===== config.mk =====
export PLATFORM = sky130hd
export DESIGN_NAME = balance_pid_motor_drive
export DESIGN_NICKNAME = d
export VERILOG_FILES = /design/src/rtl/core/bpmd_pkg.sv /design/src/rtl/core/balance_pid_motor_drive.sv /design/src/rtl/core/bpmd_mac.sv
export SDC_FILE = /design/constraint.sdc
export NUM_CORES = 2
export LEC_CHECK = 0
export ABC_AREA = 1
export CAP_MARGIN = 20
export CORE_ASPECT_RATIO = 0.6
export CORE_UTILIZATION = 40
export CTS_CLUSTER_SIZE = 24
export DETAILED_ROUTE_END_ITERATION = 8
export DONT_BUFFER_PORTS = 1
export SKIP_CTS_REPAIR_TIMING = 1
export SYNTH_ARGS = -nofsm -noshare
export SYNTH_HDL_FRONTEND = slang
export SYNTH_SLANG_ARGS = --single-unit

===== constraint.sdc =====
create_clock -name clk -period 5.8 [get_ports clk]
set_input_delay 0.58 -clock clk [delete_from_list [all_inputs] [get_ports clk]]
set_output_delay 0.58 -clock clk [all_outputs]
set_load 0.02 [all_outputs]

===== src/rtl/core/bpmd_pkg.sv =====
// Package for the balance PID motor drive.
// Holds widths, filter and reset constants, FSM and register-index enums, control structs
// and the radix-4 Booth digit helper. No dependencies.
package bpmd_pkg;

	localparam int ANGLE_FRAC_BITS = 8;
	localparam int GAIN_FRAC_BITS  = 16;
	localparam int FRAC_BITS       = ANGLE_FRAC_BITS + GAIN_FRAC_BITS;

	localparam int GAIN_W    = 24;
	localparam int DIGITS    = GAIN_W / 2;
	localparam int X_W       = 32;
	localparam int PP_W      = X_W + 2;
	localparam int ACC_S_W   = 36;
	localparam int ACC_T_W   = 24;
	localparam int DRV_W     = 57;
	localparam int CNT_W     = 4;

	localparam int FILT_STEPS = 8;
	localparam logic [FILT_STEPS-1:0] FILT_NEW = 8'd77;
	localparam logic [FILT_STEPS-1:0] FILT_OLD = 8'd179;

	localparam logic signed [23:0] GAIN_P_RST    = -24'sd6553600;
	localparam logic signed [23:0] GAIN_I_RST    = -24'sd32768;
	localparam logic signed [23:0] GAIN_D_RST    = -24'sd163840;
	localparam logic signed [23:0] GAIN_TURN_RST = 24'sd1966;
	localparam logic signed [13:0] LEVEL_OFFSET_RST  = 14'sd51;
	localparam logic [12:0]        INTEGRAL_BAND_RST = 13'd256;
	localparam logic [15:0]        TILT_CUTOFF_RST   = 16'd7680;
	localparam logic [9:0]         DRIVE_LIMIT_RST   = 10'd1000;

	typedef enum logic [2:0] {
		ST_IDLE,
		ST_FILT,
		ST_INTEG,
		ST_MAC,
		ST_SUM,
		ST_FIN
	} state_t;

	typedef enum logic [2:0] {
		REG_GAIN_P,
		REG_GAIN_I,
		REG_GAIN_D,
		REG_GAIN_TURN,
		REG_LEVEL_OFFSET,
		REG_INTEGRAL_BAND,
		REG_TILT_CUTOFF,
		REG_DRIVE_LIMIT
	} cfg_idx_t;

	typedef struct packed {
		logic load;
		logic step;
	} mac_ctrl_t;

	typedef struct packed {
		logic      take;
		logic      filt_step;
		logic      integ;
		mac_ctrl_t mac;
		logic      sum;
		logic      fin;
	} ctl_t;

	// digit = {b(2i+1), b(2i), b(2i-1)}
	function automatic logic signed [PP_W-1:0] booth_pp(input logic [2:0] dig,
			input logic signed [X_W-1:0] x);
		logic signed [PP_W-1:0] xe;
		xe = PP_W'(x);
		case (dig)
			3'b001, 3'b010: return xe;
			3'b011:         return xe <<< 1;
			3'b100:         return -(xe <<< 1);
			3'b101, 3'b110: return -xe;
			default:        return '0;
		endcase
	endfunction

endpackage


===== src/rtl/core/balance_pid_motor_drive.sv =====
// Top level of the balance PID motor drive: config registers, filter, integrator,
// sequencer, drive truncation, clamp and duty split. Depends on bpmd_pkg, bpmd_mac.
//
// channel  direction  handshake            payload
// cfg      in         cfg_valid/cfg_ready  cfg_index, cfg_data
// in       in         in_valid/in_stall    tilt_angle, tilt_rate, yaw_rate, steer_cmd, lean_cmd
// out      out        out_valid/out_stall  left_/right_ forward/reverse, stopped
//
// A request is taken only in the idle state, so the next one waits until this one is finished.
// Each passes the 8-step bit-serial error filter, the integrator and the 12 radix-4 Booth steps of the MAC.
// The finished result waits in the output register, so a new request is taken while it stalls;
// the next result waits at the last step until the output register is free.
// arst_n clears the sequencer, filter/integrator state, held duties and loads register defaults.
module balance_pid_motor_drive (
	input  logic               clk,
	input  logic               arst_n,
	input  logic               cfg_valid,
	output logic               cfg_ready,
	input  logic [2:0]         cfg_index,
	input  logic [23:0]        cfg_data,
	input  logic               in_valid,
	output logic               in_stall,
	input  logic signed [16:0] tilt_angle,
	input  logic signed [19:0] tilt_rate,
	input  logic signed [19:0] yaw_rate,
	input  logic signed [10:0] steer_cmd,
	input  logic signed [13:0] lean_cmd,
	output logic               out_valid,
	input  logic               out_stall,
	output logic [9:0]         left_forward,
	output logic [9:0]         left_reverse,
	output logic [9:0]         right_forward,
	output logic [9:0]         right_reverse,
	output logic               stopped
);

	logic signed [23:0] gain_p_q, gain_i_q, gain_d_q, gain_turn_q;
	logic signed [13:0] level_offset_q;
	logic [12:0]        integral_band_q;
	logic [15:0]        tilt_cutoff_q;
	logic [9:0]         drive_limit_q;

	bpmd_pkg::state_t st_q, st_nxt;
	bpmd_pkg::ctl_t   ctl;
	logic [bpmd_pkg::CNT_W-1:0] cnt_q;
	logic out_free;

	logic signed [18:0] err_q;
	logic [17:0]        level_abs_q;
	logic signed [19:0] rate_q, yaw_q;
	logic signed [10:0] steer_q;

	logic signed [17:0] level;
	logic signed [18:0] err;
	logic [17:0]        level_abs;

	logic signed [21:0] fa_q, fa_add;
	logic signed [19:0] fe_q, fe_new;
	logic signed [31:0] int_q, int_sat;
	logic signed [32:0] int_sum;
	logic               in_band;

	logic signed [bpmd_pkg::ACC_S_W-1:0] s_hi;
	logic [bpmd_pkg::GAIN_W-1:0]         s_lo, t_lo;
	logic signed [bpmd_pkg::ACC_T_W-1:0] t_hi;
	logic signed [11:0]                  steer_neg;
	logic signed [bpmd_pkg::DRV_W-1:0]   s_full, t_full, l_q, r_q;

	logic signed [10:0] drv_l, drv_r;
	logic               stop;
	logic [19:0]        lduty_q, rduty_q, lduty_nxt, rduty_nxt;
	logic [9:0]         lf_q, lr_q, rf_q, rr_q;
	logic               stopped_q, out_valid_q;

	// truncate toward zero to whole duty units, clamp to +-lim
	function automatic logic signed [10:0] drive_of(input logic signed [bpmd_pkg::DRV_W-1:0] v,
			input logic [9:0] lim);
		logic signed [32:0] hi;
		logic signed [32:0] tr;
		logic signed [32:0] lim_s;
		hi    = $signed(v[bpmd_pkg::DRV_W-1:bpmd_pkg::FRAC_BITS]);
		tr    = hi + $signed({32'd0, v[bpmd_pkg::DRV_W-1] & (|v[bpmd_pkg::FRAC_BITS-1:0])});
		lim_s = $signed({23'd0, lim});
		if (tr > lim_s)
			return 11'(lim_s);
		else if (tr < -lim_s)
			return 11'(-lim_s);
		else
			return 11'(tr);
	endfunction

	// forward in low half, reverse in high half; zero drive holds
	function automatic logic [19:0] side_duty(input logic signed [10:0] d,
			input logic [19:0] held);
		logic signed [10:0] mag;
		mag = -d;
		if (d > 11'sd0)
			return {10'd0, d[9:0]};
		else if (d < 11'sd0)
			return {mag[9:0], 10'd0};
		else
			return held;
	endfunction

	// config
	assign cfg_ready = 1'b1;

	always_ff @(posedge clk or negedge arst_n) begin
		if (!arst_n) begin
			gain_p_q        <= bpmd_pkg::GAIN_P_RST;
			gain_i_q        <= bpmd_pkg::GAIN_I_RST;
			gain_d_q        <= bpmd_pkg::GAIN_D_RST;
			gain_turn_q     <= bpmd_pkg::GAIN_TURN_RST;
			level_offset_q  <= bpmd_pkg::LEVEL_OFFSET_RST;
			integral_band_q <= bpmd_pkg::INTEGRAL_BAND_RST;
			tilt_cutoff_q   <= bpmd_pkg::TILT_CUTOFF_RST;
			drive_limit_q   <= bpmd_pkg::DRIVE_LIMIT_RST;
		end else if (cfg_valid && cfg_ready) begin
			case (bpmd_pkg::cfg_idx_t'(cfg_index))
				bpmd_pkg::REG_GAIN_P:        gain_p_q        <= cfg_data;
				bpmd_pkg::REG_GAIN_I:        gain_i_q        <= cfg_data;
				bpmd_pkg::REG_GAIN_D:        gain_d_q        <= cfg_data;
				bpmd_pkg::REG_GAIN_TURN:     gain_turn_q     <= cfg_data;
				bpmd_pkg::REG_LEVEL_OFFSET:  level_offset_q  <= cfg_data[13:0];
				bpmd_pkg::REG_INTEGRAL_BAND: integral_band_q <= cfg_data[12:0];
				bpmd_pkg::REG_TILT_CUTOFF:   tilt_cutoff_q   <= cfg_data[15:0];
				bpmd_pkg::REG_DRIVE_LIMIT:   drive_limit_q   <= cfg_data[9:0];
				default: ;
			endcase
		end
	end

	// sequencer
	assign out_free = !out_valid_q || !out_stall;

	always_comb begin
		st_nxt = st_q;
		case (st_q)
			bpmd_pkg::ST_IDLE:  if (in_valid) st_nxt = bpmd_pkg::ST_FILT;
			bpmd_pkg::ST_FILT:
				if (cnt_q == bpmd_pkg::CNT_W'(bpmd_pkg::FILT_STEPS - 1))
					st_nxt = bpmd_pkg::ST_INTEG;
			bpmd_pkg::ST_INTEG: st_nxt = bpmd_pkg::ST_MAC;
			bpmd_pkg::ST_MAC:
				if (cnt_q == bpmd_pkg::CNT_W'(bpmd_pkg::DIGITS - 1))
					st_nxt = bpmd_pkg::ST_SUM;
			bpmd_pkg::ST_SUM:   st_nxt = bpmd_pkg::ST_FIN;
			bpmd_pkg::ST_FIN:   if (out_free) st_nxt = bpmd_pkg::ST_IDLE;
			default:            st_nxt = bpmd_pkg::ST_IDLE;
		endcase
	end

	always_comb begin
		ctl      = '0;
		in_stall = 1'b1;
		case (st_q)
			bpmd_pkg::ST_IDLE: begin
				in_stall = 1'b0;
				ctl.take = in_valid;
			end
			bpmd_pkg::ST_FILT:  ctl.filt_step = 1'b1;
			bpmd_pkg::ST_INTEG: begin
				ctl.integ    = 1'b1;
				ctl.mac.load = 1'b1;
			end
			bpmd_pkg::ST_MAC:   ctl.mac.step = 1'b1;
			bpmd_pkg::ST_SUM:   ctl.sum = 1'b1;
			bpmd_pkg::ST_FIN:   ctl.fin = out_free;
			default: ;
		endcase
	end

	always_ff @(posedge clk or negedge arst_n) begin
		if (!arst_n) begin
			st_q  <= bpmd_pkg::ST_IDLE;
			cnt_q <= '0;
		end else begin
			st_q <= st_nxt;
			if (ctl.take || ctl.integ)
				cnt_q <= '0;
			else if (ctl.filt_step || ctl.mac.step)
				cnt_q <= cnt_q + 1'b1;
		end
	end

	// request capture
	always_comb begin
		level     = 18'(tilt_angle) + 18'(level_offset_q);
		err       = 19'(level) - 19'(lean_cmd);
		level_abs = level[17] ? 18'(-level) : 18'(level);
	end

	always_ff @(posedge clk) begin
		if (ctl.take) begin
			err_q       <= err;
			level_abs_q <= level_abs;
			rate_q      <= tilt_rate;
			yaw_q       <= yaw_rate;
			steer_q     <= steer_cmd;
		end
	end

	// error filter, one constant bit per cycle, floor by right shift
	always_comb begin
		fa_add = fa_q
			+ (bpmd_pkg::FILT_NEW[cnt_q[2:0]] ? 22'(err_q) : 22'sd0)
			+ (bpmd_pkg::FILT_OLD[cnt_q[2:0]] ? 22'(fe_q) : 22'sd0);
		fe_new  = fa_q[19:0];
		int_sum = 33'(int_q) + 33'(fe_new);
		if (int_sum[32] != int_sum[31])
			int_sat = int_sum[32] ? 32'sh8000_0000 : 32'sh7FFF_FFFF;
		else
			int_sat = int_sum[31:0];
		in_band = level_abs_q < 18'(integral_band_q);
	end

	always_ff @(posedge clk) begin
		if (ctl.take)
			fa_q <= '0;
		else if (ctl.filt_step)
			fa_q <= fa_add >>> 1;
	end

	// MAC
	bpmd_mac u_mac (
		.clk       (clk),
		.ctrl      (ctl.mac),
		.gain_p    (gain_p_q),
		.gain_i    (gain_i_q),
		.gain_d    (gain_d_q),
		.gain_turn (gain_turn_q),
		.err       (err_q),
		.integ     (int_q),
		.rate      (rate_q),
		.yaw       (yaw_q),
		.s_hi      (s_hi),
		.s_lo      (s_lo),
		.t_hi      (t_hi),
		.t_lo      (t_lo)
	);

	// left = pid + yaw term, right = pid - yaw term; steer replaces the yaw term
	always_comb begin
		steer_neg = -12'(steer_q);
		s_full    = $signed({s_hi[32:0], s_lo});
		if (steer_q != 11'sd0)
			t_full = $signed({{21{steer_neg[11]}}, steer_neg, 24'd0});
		else
			t_full = $signed({{9{t_hi[23]}}, t_hi, t_lo});
	end

	always_ff @(posedge clk) begin
		if (ctl.sum) begin
			l_q <= s_full + t_full;
			r_q <= s_full - t_full;
		end
	end

	always_comb begin
		drv_l     = drive_of(l_q, drive_limit_q);
		drv_r     = drive_of(r_q, drive_limit_q);
		stop      = (level_abs_q > 18'(tilt_cutoff_q)) || (drv_l == 11'sd0 && drv_r == 11'sd0);
		lduty_nxt = stop ? 20'd0 : side_duty(drv_l, lduty_q);
		rduty_nxt = stop ? 20'd0 : side_duty(drv_r, rduty_q);
	end

	always_ff @(posedge clk or negedge arst_n) begin
		if (!arst_n) begin
			fe_q        <= '0;
			int_q       <= '0;
			lduty_q     <= '0;
			rduty_q     <= '0;
			out_valid_q <= 1'b0;
		end else begin
			if (ctl.integ) begin
				fe_q  <= in_band ? 20'sd0 : fe_new;
				int_q <= in_band ? 32'sd0 : int_sat;
			end else if (ctl.fin && stop) begin
				fe_q  <= '0;
				int_q <= '0;
			end
			if (ctl.fin) begin
				lduty_q     <= lduty_nxt;
				rduty_q     <= rduty_nxt;
				out_valid_q <= 1'b1;
			end else if (!out_stall) begin
				out_valid_q <= 1'b0;
			end
		end
	end

	always_ff @(posedge clk) begin
		if (ctl.fin) begin
			lf_q      <= lduty_nxt[9:0];
			lr_q      <= lduty_nxt[19:10];
			rf_q      <= rduty_nxt[9:0];
			rr_q      <= rduty_nxt[19:10];
			stopped_q <= stop;
		end
	end

	assign out_valid     = out_valid_q;
	assign left_forward  = lf_q;
	assign left_reverse  = lr_q;
	assign right_forward = rf_q;
	assign right_reverse = rr_q;
	assign stopped       = stopped_q;

endmodule


===== src/rtl/core/bpmd_mac.sv =====
// Digit-serial multiply-accumulate for the balance PID motor drive.
// Radix-4 Booth over the gains, two gain bits per cycle; PID and turn accumulators.
// Depends on bpmd_pkg.
module bpmd_mac (
	input  logic                                   clk,
	input  bpmd_pkg::mac_ctrl_t                    ctrl,
	input  logic signed [bpmd_pkg::GAIN_W-1:0]     gain_p,
	input  logic signed [bpmd_pkg::GAIN_W-1:0]     gain_i,
	input  logic signed [bpmd_pkg::GAIN_W-1:0]     gain_d,
	input  logic signed [bpmd_pkg::GAIN_W-1:0]     gain_turn,
	input  logic signed [18:0]                     err,
	input  logic signed [31:0]                     integ,
	input  logic signed [19:0]                     rate,
	input  logic signed [19:0]                     yaw,
	output logic signed [bpmd_pkg::ACC_S_W-1:0]    s_hi,
	output logic        [bpmd_pkg::GAIN_W-1:0]     s_lo,
	output logic signed [bpmd_pkg::ACC_T_W-1:0]    t_hi,
	output logic        [bpmd_pkg::GAIN_W-1:0]     t_lo
);

	logic signed [bpmd_pkg::GAIN_W-1:0]  gp_q, gi_q, gd_q, gt_q;
	logic [3:0]                          prev_q;
	logic signed [bpmd_pkg::ACC_S_W-1:0] acc_s_q;
	logic [bpmd_pkg::GAIN_W-1:0]         lo_s_q;
	logic signed [bpmd_pkg::ACC_T_W-1:0] acc_t_q;
	logic [bpmd_pkg::GAIN_W-1:0]         lo_t_q;

	logic signed [bpmd_pkg::PP_W-1:0]    pp_p, pp_i, pp_d, pp_t;
	logic signed [bpmd_pkg::ACC_S_W-1:0] sum_s;
	logic signed [bpmd_pkg::ACC_T_W-1:0] sum_t;

	always_comb begin
		pp_p  = bpmd_pkg::booth_pp({gp_q[1:0], prev_q[0]}, bpmd_pkg::X_W'(err));
		pp_i  = bpmd_pkg::booth_pp({gi_q[1:0], prev_q[1]}, bpmd_pkg::X_W'(integ));
		pp_d  = bpmd_pkg::booth_pp({gd_q[1:0], prev_q[2]}, bpmd_pkg::X_W'(rate));
		pp_t  = bpmd_pkg::booth_pp({gt_q[1:0], prev_q[3]}, bpmd_pkg::X_W'(yaw));
		sum_s = acc_s_q + bpmd_pkg::ACC_S_W'(pp_p) + bpmd_pkg::ACC_S_W'(pp_i)
			+ bpmd_pkg::ACC_S_W'(pp_d);
		sum_t = acc_t_q + $signed(pp_t[bpmd_pkg::ACC_T_W-1:0]);
	end

	always_ff @(posedge clk) begin
		if (ctrl.load) begin
			gp_q    <= gain_p;
			gi_q    <= gain_i;
			gd_q    <= gain_d;
			gt_q    <= gain_turn;
			prev_q  <= '0;
			acc_s_q <= '0;
			lo_s_q  <= '0;
			acc_t_q <= '0;
			lo_t_q  <= '0;
		end else if (ctrl.step) begin
			gp_q    <= gp_q >>> 2;
			gi_q    <= gi_q >>> 2;
			gd_q    <= gd_q >>> 2;
			gt_q    <= gt_q >>> 2;
			prev_q  <= {gt_q[1], gd_q[1], gi_q[1], gp_q[1]};
			acc_s_q <= sum_s >>> 2;
			lo_s_q  <= {sum_s[1:0], lo_s_q[bpmd_pkg::GAIN_W-1:2]};
			acc_t_q <= sum_t >>> 2;
			lo_t_q  <= {sum_t[1:0], lo_t_q[bpmd_pkg::GAIN_W-1:2]};
		end
	end

	assign s_hi = acc_s_q;
	assign s_lo = lo_s_q;
	assign t_hi = acc_t_q;
	assign t_lo = lo_t_q;

endmodule

==> run metrics <==
status finished, violations left; violations in the final reports hold timing, setup timing; EDFF count, synth 338; sequential-to-total area share from yosys stat 36.4%; area fraction in compound gates after synthesis 13.9%; Max-cap violations 0; post-placement cell count 8,725; Worst-Skew Late Latency 690 ps; initial antenna violation count 5; leading area contributor after synthesis sky130_fd_sc_hd__edfxtp_1; total detailed-routing wirelength 175 mm; crit share post-route 103%; post-route DRC violation count 0; H-Tree Level Count 3; worst relative slew slack 15.9%; Worst EP required 6370 ps; setup slack of the critical path after layout -159 ps; number of buffer cells added on primary ports 0; vias in the first global route 42,600; critical path endpoint category flip-flop; WL/cell 19.4 um; maximum count of clock buffers along a single path 3; Synthesized Nets 7,388; Final Wtd Congestion 1.01; XOR/XNOR share of the synthesized area 5.88%; master of the slowest instance on the critical path sky130_fd_sc_hd__fa_1; wire length of the first global-routing pass 257 mm; clock tree from TritonCTS built; synthesized-area fraction occupied by adder cells 12.9%; largest clock skew in the final design 38.3 ps; actual slew at the worst max-slew pin 1250 ps; distinct cell type count of the synthesized netlist 68; final-report max-slew violation count 0; Simple-Gate Fraction of Synth Area 21.5%; initial cell density of the core 40.4%; dominant combinational cell family by area after synthesis simple AND/OR/NAND/NOR gates; pin count of the biggest net entering global routing 250; count of final setup violators 61; antenna-violating nets left 0; Setup crit start kind flip-flop; Fin Hold WS -394 ps; post-synthesis cell area 52,200 um2; top cells by area, synth sky130_fd_sc_hd__edfxtp_1, sky130_fd_sc_hd__nand2_1, sky130_fd_sc_hd__dfrtp_1; First DRT Iteration DRCs 4,952; row cnt 102; Pre-Repair DR Iteration Count 8; highest clock rate 168 MHz; core area 129,000 um2; Worst EP arrival 6530 ps; Via-to-Cell Ratio 5.29; io pins 158; hold violation total from the final report 222; count of clock tree sinks 716; largest fanout of any net on the critical path 4; chip height 282 um; master cell of the clock root buffer sky130_fd_sc_hd__clkbuf_16; dpl hpwl 134 mm; critical path's most frequent cell sky130_fd_sc_hd__nor2_2; number of standard cells after synthesis 6,792; layout overhead on the synthesized area 19.7%; total overflow reported by the global router 0; floorplan die width 469 um; commonest register cell after synthesis sky130_fd_sc_hd__edfxtp_1; CTS buffer count 74; register clock-pin slew on the reported worst setup and hold paths 70 ps; Finished Layout Cells 8,977; Post-Place Setup Slack -589 ps; mux share of post-synthesis cell area 0%; Yosys top cell area share 19.4%; setup repair after global routing missed its margin yes; type of the worst setup path reg2reg; die footprint 132,000 um2; ratio of cells with drive above 1 in the final layout 14.8%; delay contributed by the slowest stage of the critical path 500 ps; final period demand of the worst path 5960 ps; fraction of registers with async set or reset after synthesis 34.8%; vias after detailed routing 47,500; mean instance size in the synthesized netlist 7.69 um2; class of the worst hold path in2async; flop and latch count out of synthesis 716; yosys warns 0; # nets final 7,792; Overall Global Routing Usage 25.3%
## final timing paths
check	from	end	slack, ps	cells after the start
setup / recovery	int_q[1]$_DFFE_PN0P_	u_mac.s_hi[33]$_SDFFE_PP0P_	-160	41
hold / removal	arst_n	gain_turn_q[23]$_DFFE_PN0P_	-390	0
setup reg to reg	int_q[1]$_DFFE_PN0P_	u_mac.s_hi[33]$_SDFFE_PP0P_	-160	41
hold reg to reg	lduty_q[18]$_DFFE_PN0P_	lduty_q[18]$_DFFE_PN0P_	470	2
max in group asynchronous	arst_n	fe_q[0]$_DFFE_PN0P_	5600	0
min in group clk	cfg_data[3]	drive_limit_q[3]$_DFFE_PN1P_	30	2
## per-stage QoR
step | hold WS (ps) | setup TNS [ps] | instance area [um2] | util (%)
after CTS | -440 | -70370 | 59400 | 46.0
after global placement | 299 | -41660 | 56900 | 44.0
final | -394 | -3020 | 62500 | 48.4
after floorplan | 284 | 0 | 52200 | -
after detailed placement | 301 | -67610 | 56900 | 44.0
after global routing | -440 | -42180 | 62500 | 48.4
## sequential cells by signal, indices dropped and copies added (netlist names), 32 cells and up
name        flops
int_q          32
l_q            57
r_q            56
u_mac.s_hi     34
## synth_stat cells, types with 96 or more instances
| cell | count |
|---|---|
| sky130_fd_sc_hd__nor2_1 | 612 |
| sky130_fd_sc_hd__ha_1 | 386 |
| sky130_fd_sc_hd__fa_1 | 96 |
| sky130_fd_sc_hd__edfxtp_1 | 338 |
| sky130_fd_sc_hd__a21oi_1 | 415 |
| sky130_fd_sc_hd__o21ai_0 | 425 |
| sky130_fd_sc_hd__clkbuf_1 | 184 |
| sky130_fd_sc_hd__o22ai_1 | 202 |
| sky130_fd_sc_hd__nand3_1 | 312 |
| sky130_fd_sc_hd__nand2_1 | 1502 |
| sky130_fd_sc_hd__inv_1 | 1053 |
| sky130_fd_sc_hd__dfrtp_1 | 205 |
| sky130_fd_sc_hd__xor2_1 | 284 |
| sky130_fd_sc_hd__dfxtp_1 | 129 |
## placed cells by master, fill, tap and decap left out, types with 129 or more instances in the layout
cell type	n
sky130_fd_sc_hd__ha_1	359
sky130_fd_sc_hd__a21oi_1	393
sky130_fd_sc_hd__nor2_1	554
sky130_fd_sc_hd__dfxtp_1	129
sky130_fd_sc_hd__buf_4	440
sky130_fd_sc_hd__dfrtp_1	205
sky130_fd_sc_hd__edfxtp_1	338
sky130_fd_sc_hd__xor2_1	278
sky130_fd_sc_hd__nand2_1	1450
sky130_fd_sc_hd__nand3_1	231
sky130_fd_sc_hd__inv_1	1030
sky130_fd_sc_hd__o21ai_0	384
sky130_fd_sc_hd__o22ai_1	197
## layer usage
| metal | vias to the layer above | global-route usage (%) | wire [um] |
|---|---|---|---|
| li1 | 23200 | - | - |
| met5 | - | 0 | 31 |
| met1 | 22400 | 41.4 | 88700 |
| met3 | 162 | 5.83 | 17100 |
| met4 | 4 | 4.05 | 2550 |
| met2 | 1749 | 33.0 | 66300 |
## cell type report
class / count / area [um2]
well taps: 1716 / 2150
repair buffers: 534 / 4530
inverters: 1072 / 4040
clock inverters: 47 / 583
multi-input cells: 4798 / 30200
diodes: 3 / 7.51
clock buffers: 91 / 1970
fillers: 12500 / 66800
flip-flops and latches: 716 / 19000
## logic make-up after synthesis
logic type | after synthesis
simple gates | 2682
compound gates | 1282
buf+inv | 1279
flops | 716
fa+ha+maj | 482
xor+xnor | 350
other cells | 1
## critical path: cells and delay by family (launching register included)
family / cells / cell delay, ps
adders and majority gates: 4 / 1420
AOI/OAI and AO/OA: 2 / 230
and+or+nand+nor: 25 / 2870
buffers and inverters: 10 / 870
DFF: 1 / 390
Power is not shown: default switching activity piles up to over one toggle a cycle in this logic, so the estimate is an artifact.
